**config.mk**
```make
export PLATFORM = sky130hd
export DESIGN_NAME = rpn_stack_evaluator_flat
export DESIGN_NICKNAME = d
export VERILOG_FILES = /design/src/sv/rpn_pkg.sv /design/src/sv/rpn_if.sv /design/src/sv/rpn_cell.sv /design/src/sv/rpn_div.sv /design/src/sv/rpn_stack_evaluator.sv /design/src/flat_wrapper.sv
export SDC_FILE = /design/constraint.sdc
export NUM_CORES = 2
export LEC_CHECK = 0
export BUFFER_PORTS_ARGS = -buffer_cell sky130_fd_sc_hd__buf_4
export CAP_MARGIN = 20
export CORE_ASPECT_RATIO = 1.25
export CORE_MARGIN = 2
export CORE_UTILIZATION = 66
export DETAILED_ROUTE_END_ITERATION = 7
export PLACE_DENSITY_LB_ADDON = 0.08
export SLEW_MARGIN = 20
export SYNTH_ARGS = -nofsm -noshare
export SYNTH_HDL_FRONTEND = slang
export SYNTH_SLANG_ARGS = --single-unit
export TNS_END_PERCENT = 10
```
**constraint.sdc**
```tcl
create_clock -name clk -period 34.7 [get_ports clk]
set_input_delay 3.47 -clock clk [delete_from_list [all_inputs] [get_ports clk]]
set_output_delay 3.47 -clock clk [all_outputs]
set_load 0.01 [all_outputs]
```
**src/sv/rpn_pkg.sv**
```systemverilog
// ---------------------------------------------------------------------------
// rpn_pkg
// Shared types and constants of the reverse Polish stack evaluator.
// ---------------------------------------------------------------------------
package rpn_pkg;

  localparam int STACK_DEPTH = 16;
  localparam int CNT_W       = $clog2(STACK_DEPTH + 1);
  localparam int DIV_STEPS   = 32;
  localparam int DSTEP_W     = $clog2(DIV_STEPS + 1);

  localparam logic [2:0] ST_OK       = 3'd0;
  localparam logic [2:0] ST_BADCHAR  = 3'd1;
  localparam logic [2:0] ST_FEW      = 3'd2;
  localparam logic [2:0] ST_DIVZERO  = 3'd3;
  localparam logic [2:0] ST_NOTONE   = 3'd4;
  localparam logic [2:0] ST_OVERFLOW = 3'd5;

  localparam logic [7:0] CH_ZERO  = 8'h30;
  localparam logic [7:0] CH_NINE  = 8'h39;
  localparam logic [7:0] CH_PLUS  = 8'h2B;
  localparam logic [7:0] CH_MINUS = 8'h2D;
  localparam logic [7:0] CH_STAR  = 8'h2A;
  localparam logic [7:0] CH_SLASH = 8'h2F;
  localparam logic [7:0] CH_SPACE = 8'h20;
  localparam logic [7:0] CH_TAB   = 8'h09;
  localparam logic [7:0] CH_CR    = 8'h0D;

  // Command broadcast to every stack cell
  typedef enum logic [1:0] {
    CMD_HOLD,
    CMD_PUSH,
    CMD_POP
  } cell_cmd_t;

  typedef struct packed {
    cell_cmd_t   cmd;
    logic [31:0] data;
  } cell_ctl_t;

endpackage

```
**src/sv/rpn_if.sv**
```systemverilog
// ---------------------------------------------------------------------------
// rpn_in_if / rpn_out_if
// Valid/ready channels for characters and results.
// ---------------------------------------------------------------------------
interface rpn_in_if (input logic clk);
  logic       valid;
  logic       ready;
  logic [7:0] char_code;
  logic       end_of_expr;
  modport source (output valid, char_code, end_of_expr, input ready);
  modport sink (input valid, char_code, end_of_expr, output ready);
endinterface

interface rpn_out_if (input logic clk);
  logic               valid;
  logic               ready;
  logic signed [31:0] value;
  logic [2:0]         status;
  modport source (output valid, value, status, input ready);
  modport sink (input valid, value, status, output ready);
endinterface

```
**src/sv/rpn_cell.sv**
```systemverilog
// ---------------------------------------------------------------------------
// rpn_cell
// One stack word; shifts toward the top or bottom neighbor on push/pop.
// ---------------------------------------------------------------------------
module rpn_cell (
  input  logic              clk,
  input  rpn_pkg::cell_ctl_t ctl,
  input  logic [31:0]       from_up,
  input  logic [31:0]       from_down,
  input  logic              is_top,
  output logic [31:0]       word
);

  // Push: top cell loads new data, others take the word above.
  // Pop: the top cell loads the result, others take the word below.
  always_ff @(posedge clk) begin
    unique case (ctl.cmd)
      rpn_pkg::CMD_PUSH: word <= is_top ? ctl.data : from_up;
      rpn_pkg::CMD_POP:  word <= is_top ? ctl.data : from_down;
      default:           word <= word;
    endcase
  end

endmodule

```
**src/sv/rpn_div.sv**
```systemverilog
// ---------------------------------------------------------------------------
// rpn_div
// Restoring signed divider, one quotient bit per cycle, truncating to zero.
// ---------------------------------------------------------------------------
module rpn_div (
  input  logic        clk,
  input  logic        rst,
  input  logic        start,
  input  logic [31:0] lhs,
  input  logic [31:0] rhs,
  output logic        done,
  output logic [31:0] quot
);

  logic [31:0] rem, q, dvs;
  logic        neg, busy;
  logic [rpn_pkg::DSTEP_W-1:0] steps;
  logic [32:0] trial;

  assign trial = {rem[30:0], q[31]} - {1'b0, dvs};
  assign quot  = neg ? 32'd0 - q : q;

  // Shift one dividend bit into the remainder per cycle
  always_ff @(posedge clk) begin
    if (rst) begin
      busy <= 1'b0;
      done <= 1'b0;
    end else begin
      done <= 1'b0;
      if (start) begin
        busy  <= 1'b1;
        steps <= rpn_pkg::DSTEP_W'(rpn_pkg::DIV_STEPS);
        rem   <= '0;
        q     <= lhs[31] ? 32'd0 - lhs : lhs;
        dvs   <= rhs[31] ? 32'd0 - rhs : rhs;
        neg   <= lhs[31] ^ rhs[31];
      end else if (busy) begin
        if (trial[32]) begin
          rem <= {rem[30:0], q[31]};
          q   <= {q[30:0], 1'b0};
        end else begin
          rem <= trial[31:0];
          q   <= {q[30:0], 1'b1};
        end
        steps <= steps - 1'b1;
        if (steps == rpn_pkg::DSTEP_W'(1)) begin
          busy <= 1'b0;
          done <= 1'b1;
        end
      end
    end
  end

endmodule

```
**src/sv/rpn_stack_evaluator.sv**
```systemverilog
// ---------------------------------------------------------------------------
// rpn_stack_evaluator
// Streaming reverse Polish integer evaluator on a chain of stack cells.
// ---------------------------------------------------------------------------
// Usage: characters enter on in_ch (char_code, end_of_expr), one transfer
// each. Digits push, + - * / combine the two top words, whitespace is
// skipped. On the character marked end_of_expr one result leaves on
// out_ch: value (0 unless status is ok) and status.
// Each character is accepted in S_IDLE and updates the stack in S_EXEC;
// no new character is taken before that, and a division also waits in
// S_DIV for the 32-step divider. The result is registered with the last
// character's stack update and holds until taken; input is accepted only
// once the output register is free, so a stalled receiver stalls input.
// Reset (rst, synchronous) empties the stack and clears the error; stack
// words themselves are not cleared. Stack depth is rpn_pkg::STACK_DEPTH.
// ---------------------------------------------------------------------------
module rpn_stack_evaluator (
  input logic   clk,
  input logic   rst,
  rpn_in_if.sink    in_ch,
  rpn_out_if.source out_ch
);

  localparam int D = rpn_pkg::STACK_DEPTH;
  localparam int W = rpn_pkg::CNT_W;

  typedef enum logic [1:0] {S_IDLE, S_EXEC, S_DIV} state_t;

  state_t          state;
  logic [7:0]      ch;
  logic            last;
  logic [W-1:0]    count;
  logic [2:0]      err;
  logic [31:0]     words [D];
  rpn_pkg::cell_ctl_t ctl;
  logic            div_start, div_done;
  logic [31:0]     quot, lhs, rhs, res;
  logic            is_digit, is_op, is_space, finish;
  logic [2:0]      err_next;
  logic [W-1:0]    count_next;

  // Words of the chain: index 0 is the top of the stack
  assign rhs = words[0];
  assign lhs = words[1];

  genvar gi;
  generate
    for (gi = 0; gi < D; gi++) begin : g_cell
      rpn_cell u_cell (
        .clk      (clk),
        .ctl      (ctl),
        .from_up  (gi == 0 ? 32'd0 : words[(gi == 0) ? 0 : gi - 1]),
        .from_down(gi == D - 1 ? 32'd0 : words[(gi == D - 1) ? gi : gi + 1]),
        .is_top   (gi == 0),
        .word     (words[gi])
      );
    end
  endgenerate

  rpn_div u_div (
    .clk  (clk),
    .rst  (rst),
    .start(div_start),
    .lhs  (lhs),
    .rhs  (rhs),
    .done (div_done),
    .quot (quot)
  );

  // Classify the held character
  assign is_digit = ch >= rpn_pkg::CH_ZERO && ch <= rpn_pkg::CH_NINE;
  assign is_op    = ch == rpn_pkg::CH_PLUS || ch == rpn_pkg::CH_MINUS ||
                    ch == rpn_pkg::CH_STAR || ch == rpn_pkg::CH_SLASH;
  assign is_space = ch == rpn_pkg::CH_SPACE ||
                    (ch >= rpn_pkg::CH_TAB && ch <= rpn_pkg::CH_CR);

  // Decide the stack command and error for this character
  always_comb begin
    ctl.cmd    = rpn_pkg::CMD_HOLD;
    ctl.data   = '0;
    err_next   = err;
    count_next = count;
    div_start  = 1'b0;
    finish     = 1'b0;
    res        = '0;
    unique case (ch)
      rpn_pkg::CH_PLUS:  res = lhs + rhs;
      rpn_pkg::CH_MINUS: res = lhs - rhs;
      rpn_pkg::CH_STAR:  res = lhs * rhs;
      default:           res = quot;
    endcase
    if (state == S_EXEC) begin
      finish = 1'b1;
      if (!is_digit && !is_op && !is_space) begin
        err_next = rpn_pkg::ST_BADCHAR;
      end else if (err == rpn_pkg::ST_OK) begin
        if (is_digit) begin
          if (count == W'(D)) begin
            err_next = rpn_pkg::ST_OVERFLOW;
          end else begin
            ctl.cmd    = rpn_pkg::CMD_PUSH;
            ctl.data   = {28'd0, ch[3:0]};
            count_next = count + 1'b1;
          end
        end else if (is_op) begin
          if (count < W'(2)) begin
            err_next = rpn_pkg::ST_FEW;
          end else if (ch == rpn_pkg::CH_SLASH) begin
            if (rhs == '0) begin
              err_next = rpn_pkg::ST_DIVZERO;
            end else begin
              div_start = 1'b1;
              finish    = 1'b0;
            end
          end else begin
            ctl.cmd    = rpn_pkg::CMD_POP;
            ctl.data   = res;
            count_next = count - 1'b1;
          end
        end
      end
    end else if (state == S_DIV && div_done) begin
      finish     = 1'b1;
      ctl.cmd    = rpn_pkg::CMD_POP;
      ctl.data   = res;
      count_next = count - 1'b1;
    end
  end

  assign in_ch.ready = state == S_IDLE && !out_ch.valid;

  // Sequence: accept, execute, optionally divide, then emit on last
  always_ff @(posedge clk) begin
    if (rst) begin
      state        <= S_IDLE;
      count        <= '0;
      err          <= rpn_pkg::ST_OK;
      out_ch.valid <= 1'b0;
    end else begin
      unique case (state)
        S_IDLE: if (in_ch.valid && in_ch.ready) begin
          ch    <= in_ch.char_code;
          last  <= in_ch.end_of_expr;
          state <= S_EXEC;
        end
        S_EXEC: state <= div_start ? S_DIV : S_IDLE;
        S_DIV:  if (div_done) state <= S_IDLE;
        default: state <= S_IDLE;
      endcase
      if (finish && last) begin
        out_ch.valid <= 1'b1;
        if (err_next == rpn_pkg::ST_OK && count_next != W'(1)) begin
          out_ch.status <= rpn_pkg::ST_NOTONE;
          out_ch.value  <= '0;
        end else begin
          out_ch.status <= err_next;
          out_ch.value  <= (err_next == rpn_pkg::ST_OK) ?
                           ((ctl.cmd == rpn_pkg::CMD_HOLD) ? words[0] : ctl.data) : '0;
        end
        count <= '0;
        err   <= rpn_pkg::ST_OK;
      end else begin
        if (out_ch.valid && out_ch.ready) out_ch.valid <= 1'b0;
        count <= count_next;
        err   <= err_next;
      end
    end
  end

  // Checks
  a_count_max: assert property (@(posedge clk) disable iff (rst) count <= W'(D))
    else $error("stack count above depth");
  a_no_accept_busy: assert property (@(posedge clk) disable iff (rst)
    state != S_IDLE |-> !in_ch.ready) else $error("accept while busy");
  a_status_range: assert property (@(posedge clk) disable iff (rst)
    out_ch.valid |-> out_ch.status <= rpn_pkg::ST_OVERFLOW)
    else $error("bad status code");
  a_err_value: assert property (@(posedge clk) disable iff (rst)
    out_ch.valid && out_ch.status != rpn_pkg::ST_OK |-> out_ch.value == '0)
    else $error("nonzero value with error");

endmodule

```
**src/flat_wrapper.sv**
```systemverilog
// flat-port wrapper written by rule: the top's interface ports become plain ports
module rpn_stack_evaluator_flat 
  (clk, rst, in_ch_valid, in_ch_char_code, in_ch_end_of_expr, in_ch_ready, out_ch_valid, out_ch_value, out_ch_status, out_ch_ready);
  rpn_in_if in_ch_i (.clk(clk));
  rpn_out_if out_ch_i (.clk(clk));
  input logic clk;
  input logic rst;
  input wire logic [$bits(in_ch_i.valid)-1:0] in_ch_valid;
  input wire logic [$bits(in_ch_i.char_code)-1:0] in_ch_char_code;
  input wire logic [$bits(in_ch_i.end_of_expr)-1:0] in_ch_end_of_expr;
  output wire logic [$bits(in_ch_i.ready)-1:0] in_ch_ready;
  output wire logic [$bits(out_ch_i.valid)-1:0] out_ch_valid;
  output wire logic [$bits(out_ch_i.value)-1:0] out_ch_value;
  output wire logic [$bits(out_ch_i.status)-1:0] out_ch_status;
  input wire logic [$bits(out_ch_i.ready)-1:0] out_ch_ready;
  assign in_ch_i.valid = in_ch_valid;
  assign in_ch_i.char_code = in_ch_char_code;
  assign in_ch_i.end_of_expr = in_ch_end_of_expr;
  assign in_ch_ready = in_ch_i.ready;
  assign out_ch_valid = out_ch_i.valid;
  assign out_ch_value = out_ch_i.value;
  assign out_ch_status = out_ch_i.status;
  assign out_ch_i.ready = out_ch_ready;
  rpn_stack_evaluator u_core (.clk(clk), .rst(rst), .in_ch(in_ch_i), .out_ch(out_ch_i));
endmodule
```
After elaboration in Yosys (flattened, before gate mapping)
Cells that the tools add are included.
{"block": "op_classes", "n_lt_le_gt_ge": 5, "eq_ne": 14, "muxes": 80, "bitwise": 4, "n_mul": 1, "n_reduce_logical": 35, "n_addsub": 9}
{"cell": "$pmux W32 S2", "count": 15}
{"cell": "$mux W34", "count": 8}
{"cell": "$mux W32", "count": 5}
{"cell": "$pmux W32 S3", "count": 1}
{"cell": "$sub A1 B32 Y32 const A", "count": 3}
{"cell": "$mux W31", "count": 3}
{"cell": "$mux W5", "count": 9}
{"cell": "$eq A8 B6 Y1 const B", "count": 5}
{"cell": "$mux W33", "count": 1}
{"cell": "$sub A32 B32 Y33", "count": 1}
{"cell": "$add A32 B32 Y32", "count": 1}
{"cell": "$logic_not A32 Y1", "count": 1}
{"cell": "$mul A32 B32 Y32", "count": 1}
{"cell": "$sub A32 B32 Y32", "count": 1}
{"cell": "$mux W3", "count": 9}
{"cell": "$mux W1", "count": 24}
{"cell": "$logic_and A1 B1 Y1", "count": 10}
{"cell": "$ge A8 B4 Y1 const B", "count": 1}
{"cell": "$ge A8 B6 Y1 const B", "count": 1}
{"cell": "$le A8 B4 Y1 const B", "count": 1}
{"cell": "$le A8 B6 Y1 const B", "count": 1}
{"cell": "$reduce_and A2 Y1", "count": 4}
{"cell": "$eq A6 B1 Y1 const B", "count": 1}
{"cell": "$logic_not A3 Y1", "count": 2}
{"cell": "21 further kinds", "count": 39}
{"block": "totals", "word_cells": 180, "input_bits": 13, "register_bits": 671, "output_inout_bits": 37}

Depth between registers and ports, before layout
{"block": "logic_depth", "ltp_word": 12, "depth_mapped": 29, "depth_no_buf": 26}

By module
Synthesis repeated with hierarchy kept, for this count alone.
{"block": "unflattened", "hier_cells": 5619, "area_unflattened_um2": 56479.2}
{"mod": "rpn_cell", "cells_per_inst": 142, "area_each_um2": 1695.4, "instances": 16}
{"mod": "rpn_stack_evaluator", "cells_per_inst": 2501, "area_each_um2": 21548.2, "instances": 1}
{"mod": "rpn_div", "cells_per_inst": 846, "area_each_um2": 7805.0, "instances": 1}

Worst setup path before layout
OpenSTA, ideal clock, no wires.
{"block": "synth_timing", "path_type": "register -> register", "startpoint": "register u_core.ch[7]", "endpoint": "register u_core.g_cell[0].u_cell.word[0] (enable)", "required_time_ns": 33.840, "path_buffers": 0, "path_slack_ns": 21.807, "setup_time_ns": 0.860, "t_arrival_ns": 12.033, "stages_incl_launch_ff": 10, "period_less_slack_ns": 12.893, "cell_sequence": "edfxtp_1 nor3b_2 and3b_1 o211ai_1 a21oi_1 inv_1 nor2_1 inv_1 ha_1 inv_1"}
{"block": "synth_between", "elab_chain_cells": 11}
{"item": "from (decl)", "line": "rpn_stack_evaluator.sv:30", "source": "logic [7:0] ch;"}
{"item": "from (signal assigned)", "line": "rpn_stack_evaluator.sv:142", "source": "ch <= in_ch.char_code;"}
{"item": "parallel branches: the longest is 7 deep, another holds $ge A8 B6 Y1"}
{"item": "$mux W34 (*)", "line": "rpn_stack_evaluator.sv:94", "source": "if (!is_digit && !is_op && !is_space) begin"}
{"item": "$mux W34 (*)", "line": "rpn_stack_evaluator.sv:92", "source": "if (state == S_EXEC) begin"}
{"item": "$eq A2 B2 Y1 or $eq A2 B1 Y1 (tied branches)", "line": "rpn_cell.sv:17", "source": "unique case (ctl.cmd)"}
{"item": "$reduce_or A2 Y1 (no source line) (*)"}
{"item": "to (signal assigned)", "line": "rpn_cell.sv:18", "source": "rpn_pkg::CMD_PUSH: word <= is_top ? ctl.data : from_up;"}
{"item": "to (signal assigned)", "line": "rpn_cell.sv:19", "source": "rpn_pkg::CMD_POP: word <= is_top ? ctl.data : from_down;"}
{"item": "to (signal assigned)", "line": "rpn_cell.sv:20", "source": "default: word <= word;"}
{"item": "to (decl)", "line": "rpn_cell.sv:11", "source": "output logic [31:0] word"}
Every way passes the cells marked *.
A chain may end at the register's enable or synchronous reset.

Worst setup path in the final report
{"block": "layout_timing", "startpoint": "register u_core.g_cell[1].u_cell.word[13]", "endpoint": "register u_core.out_ch.value[28] (data pin)"}
{"block": "layout_between", "elab_chain_cells": 10}
{"item": "from (decl)", "line": "rpn_cell.sv:11"}
{"item": "from (signal assigned)", "line": "rpn_cell.sv:18"}
{"item": "from (signal assigned)", "line": "rpn_cell.sv:19"}
{"item": "from (signal assigned)", "line": "rpn_cell.sv:20"}
{"item": "$mul A32 B32 Y32, or another cell as far along", "line": "rpn_stack_evaluator.sv:89", "source": "rpn_pkg::CH_STAR: res = lhs * rhs;"}
{"item": "$pmux W32 S3 (*)", "line": "rpn_stack_evaluator.sv:86", "source": "unique case (ch)"}
{"item": "$mux W34", "line": "rpn_stack_evaluator.sv:108", "source": "end else if (ch == rpn_pkg::CH_SLASH) begin"}
{"item": "$mux W34", "line": "rpn_stack_evaluator.sv:106", "source": "if (count < W'(2)) begin"}
{"item": "$mux W34", "line": "rpn_stack_evaluator.sv:105", "source": "end else if (is_op) begin"}
{"item": "$mux W34", "line": "rpn_stack_evaluator.sv:97", "source": "if (is_digit) begin"}
{"item": "$mux W34", "line": "rpn_stack_evaluator.sv:96", "source": "end else if (err == rpn_pkg::ST_OK) begin"}
{"item": "$mux W34", "line": "rpn_stack_evaluator.sv:94"}
{"item": "$mux W34 (*)", "line": "rpn_stack_evaluator.sv:92"}
{"item": "$mux W32 (*)", "line": "rpn_stack_evaluator.sv:158", "source": "((ctl.cmd == rpn_pkg::CMD_HOLD) ? words[0] : ctl.data) : '0;"}
{"item": "to (signal assigned)", "line": "rpn_stack_evaluator.sv:157", "source": "out_ch.value <= (err_next == rpn_pkg::ST_OK) ?"}
{"item": "to (decl)", "line": "rpn_if.sv:19", "source": "modport source (output valid, value, status, input ready);"}
Every way passes the cells marked *; elsewhere a longest branch is shown, timed or not.

==> results_dict.tcl <==
set metrics [dict create \
    critPathCaptureType "flip-flop" \
    port_buffers 49 \
    cts_tree "done" \
    crit_required_ps 35210 \
    crit_top_cell "fa_1" \
    placed_cell_area_um2 50900 \
    core_um2 74600 \
    drcViolationCount 0 \
    cts_resized 0 \
    slew_violations 0 \
    tns_ps 0 \
    max_slew_margin_pct 17.2 \
    final_cell_mix "658 x edfxtp_1, 442 x mux2_2, 438 x inv_1, 410 x fa_1, 367 x nand2_1" \
    clock_sinks 671 \
    place.gp.congestion 0.987 \
    nets 4880 \
    finalCriticalPeriod_ps 8350 \
    rsz0062_at_grt "no" \
    r2r_cells 23 \
    die_h_um 311 \
    fin_total_pwr_mw 1.66 \
    finish.instance_area_um2 53200 \
    die_area_um2 77500 \
    clk_pin_slew_ps 60 \
    cts-htree-levels 3 \
    r2r_setup_slack_ps 26350 \
    worst-path-max-fanout 23 \
    synth_ff_type "edfxtp_1" \
    crit_path_start_kind "flip-flop" \
    grt_pass1_vias 33500 \
    layout.cells.non_filler 5282 \
    powerDensity_nw_per_um2 31.3 \
    cts-root-buf "clkbuf_16" \
    antenna_found_initial 0 \
    vias 32500 \
    cts_hold_buffers 0 \
    skew_ps 40.5 \
    min_path_cells 2 \
    path_delay_family "adder cells" \
    dp_hpwl_um 82000 \
    fmax_ghz 0.120 \
    syn_area_um2 49700 \
    ant_nets 0 \
    tightest_slew_ps 1240 \
    numCtsBuffers 71 \
    fill_cells 5351 \
    grt.total_usage_pct 30.9 \
    reg2reg_to "u_core.out_ch.value[28]$_SDFFCE_PP0P_" \
    wire_per_inst_um 22.4 \
    drv_cap 0 \
    crit_type "flip-flop to flip-flop" \
    finalCritPeriodShare_pct 24.1 \
    routed_wl_um 118000 \
    yosysWarnings 0 \
    area_growth_pct 7.12 \
    crit_chain "and2_1 -> fa_1 -> fa_1 -> fa_1 -> inv_1 -> fa_1 -> inv_1 -> fa_1 -> inv_1 -> fa_1 -> inv_1 -> fa_1 -> fa_1 -> ha_1 -> nand4_1 -> nor2_1 -> nand4_1 -> a211oi_1 -> o21ai_0 -> xnor2_1 -> a22oi_1 -> a2111o_1 -> a21oi_1" \
    synth_cells 4324 \
    peakVddDrop_v 0.0000390 \
    grt_max_degree 214 \
    layout_commonest_cell "edfxtp_1" \
    cts_max_path_buffers 3 \
    cts_setup_buffers 0 \
    synth_edf_count 658 \
    worstHoldEndpoint "u_core.u_div.done$_SDFF_PP0_" \
    p_leak_nw 20.9 \
    layout-drive-gt1-share_pct 16.2 \
    r2r-start "u_core.g_cell[1].u_cell.word[13]$_DFFE_PP_" \
    arrival_ps 8850 \
    hold_viol_final 0 \
    avgViaCountPerCell 6.15 \
    grt_overflow 0 \
    yosysSeqAreaShare_pct 40.3 \
    synth_area_per_cell_um2 11.5 \
    synth_cell_type_count 78 \
    grt_pass1_wl_um 186000 \
    cpMaxStageDelayCell "edfxtp_1" \
    async_reset_ff_share_pct 0 \
    insertion_delay_ps 670 \
    critPathBufInv 4 \
    setup_violations 0 \
    hp-class "flip-flop to flip-flop" \
    initial_core_util_pct 66.6 \
    die_w_um 249 \
    rows 112 \
    min-delay-start "u_core.u_div.busy$_SDFF_PP0_" \
    ys_ff_latch 671 \
    status "finished clean" \
    firstDrtPassIters 7 \
    io_pins 50 \
    drt-initial-drc-count 2387 \
    dpl.cell_count 5156 \
    syn-num-nets 4943 \
    cpPeakStageDelay_ps 1110 \
]
-- cells in the mapped netlist (all sizes together), types with 20 or more instances --
cell type	n	share of area (%)
edfxtp	658	40
mux2	442	10
inv	440	3.3
fa	410	17
nand2	367	2.8
and2	318	4.0
clkbuf	239	1.8
ha	196	4.9
nor2	196	1.5
a21oi	155	1.6
xnor2	139	2.5
xor2	113	2.0
o21ai	97	0.98
nor2b	51	0.64
o31ai	49	0.74
nor3	45	0.45
nand3	38	0.38
a21o	27	0.41
mux2i	23	0.46
nand2b	20	0.25
or4	20	0.32
-- worst register-to-register path, cell delays in order, from the launching register on --
cell and delay [ps]:
edfxtp_1 1110, and2_1 280, fa_1 420, fa_1 500, fa_1 520, inv_1 50
fa_1 480, inv_1 50, fa_1 500, inv_1 60, fa_1 540, inv_1 50
fa_1 490, fa_1 410, ha_1 410, nand4_1 150, nor2_1 170, nand4_1 140
a211oi_1 700, o21ai_0 250, xnor2_1 230, a22oi_1 130, a2111o_1 430, a21oi_1 140
-- final cells by class --
class / instances / area, um2 / share of cell area, %
Sequential cell: 671 / 20000 / 37.6
Inverter: 441 / 1660 / 3.13
Multi-Input combinational cell: 2954 / 27100 / 50.9
Timing Repair Buffer: 122 / 973 / 1.83
Tap cell: 969 / 1210 / 2.28
Clock inverter: 39 / 447 / 0.840
Antenna cell: 1 / 2.50 / 0.00470
Clock buffer: 85 / 1830 / 3.44
-- registers in the layout, summed over array words and instances, names as in the netlist, 2 cells and up --
| register | count |
|---|---|
| u_core.u_div.dvs | 32 |
| u_core.u_div.q | 32 |
| u_core.u_div.steps | 6 |
| u_core.u_div.rem | 31 |
| u_core.state | 2 |
| u_core.out_ch.status | 3 |
| u_core.count | 5 |
| u_core.g_cell.u_cell.word | 512 |
| u_core.out_ch.value | 32 |
| u_core.ch | 8 |
| u_core.err | 3 |
-- how the worst max path moves through the flow --
stage / slack [ps] / endpoint / cells past startpoint / startpoint
finish: 26350 / u_core.out_ch.value[28]$_SDFFCE_PP0P_ / 23 / u_core.g_cell[1].u_cell.word[13]$_DFFE_PP_
detailed placement: 26530 / u_core.out_ch.value[28]$_SDFFCE_PP0P_ / 22 / u_core.g_cell[1].u_cell.word[15]$_DFFE_PP_
floorplan: 21810 / u_core.g_cell[0].u_cell.word[0]$_DFFE_PP_ / 9 / u_core.ch[7]$_DFFE_PP_
global route: 25990 / u_core.out_ch.value[28]$_SDFFCE_PP0P_ / 24 / u_core.g_cell[1].u_cell.word[13]$_DFFE_PP_
global placement: 26590 / u_core.out_ch.value[28]$_SDFFCE_PP0P_ / 23 / u_core.g_cell[1].u_cell.word[15]$_DFFE_PP_
CTS: 26490 / u_core.out_ch.value[28]$_SDFFCE_PP0P_ / 24 / u_core.g_cell[1].u_cell.word[15]$_DFFE_PP_
-- logic make-up (layout without fill, tap and decap cells) --
| group | Yosys count | in the layout | synth area share, % |
|---|---|---|---|
| xor gates and xnor gates | 253 | 253 | 4.49 |
| adders and majority gates | 606 | 606 | 21.5 |
| and+or+nand+nor | 1143 | 1143 | 11.6 |
| buffers and inverters | 699 | 687 | 5.31 |
| AOI/OAI and AO/OA | 487 | 487 | 6.31 |
| DFF | 671 | 671 | 40.3 |
| muxes | 465 | 465 | 10.5 |
| other | 0 | 1 | 0 |
-- metrics by stage --
| stage | hold slack (ps) | utilization [%] | setup slack (ps) |
|---|---|---|---|
| final | 440 | 71.4 | 26350 |
| after global placement | 436 | 68.3 | 26590 |
| after CTS | 444 | 71.3 | 26490 |
| after floorplan | 415 | - | 21810 |
| after global routing | 492 | 71.4 | 25990 |
| after detailed placement | 438 | 68.3 | 26530 |
-- report_power, final --
part	internal, mW	leakage [nW]	switching, mW
Combinational	0.0143	13.7	0.0205
Sequential	0.878	6.07	0.00154
Clock	0.414	1.09	0.336
-- metal layers --
layer,share of wire [%],GRT usage [%],vias to the layer above
li1,-,-,14600
met1,38,38.6,16200
met2,48,50.6,1313
met3,7.5,6.12,436
met4,6.5,18.0,0
met5,0,0,-
No activity file was read; power rests on OpenSTA's default activity.
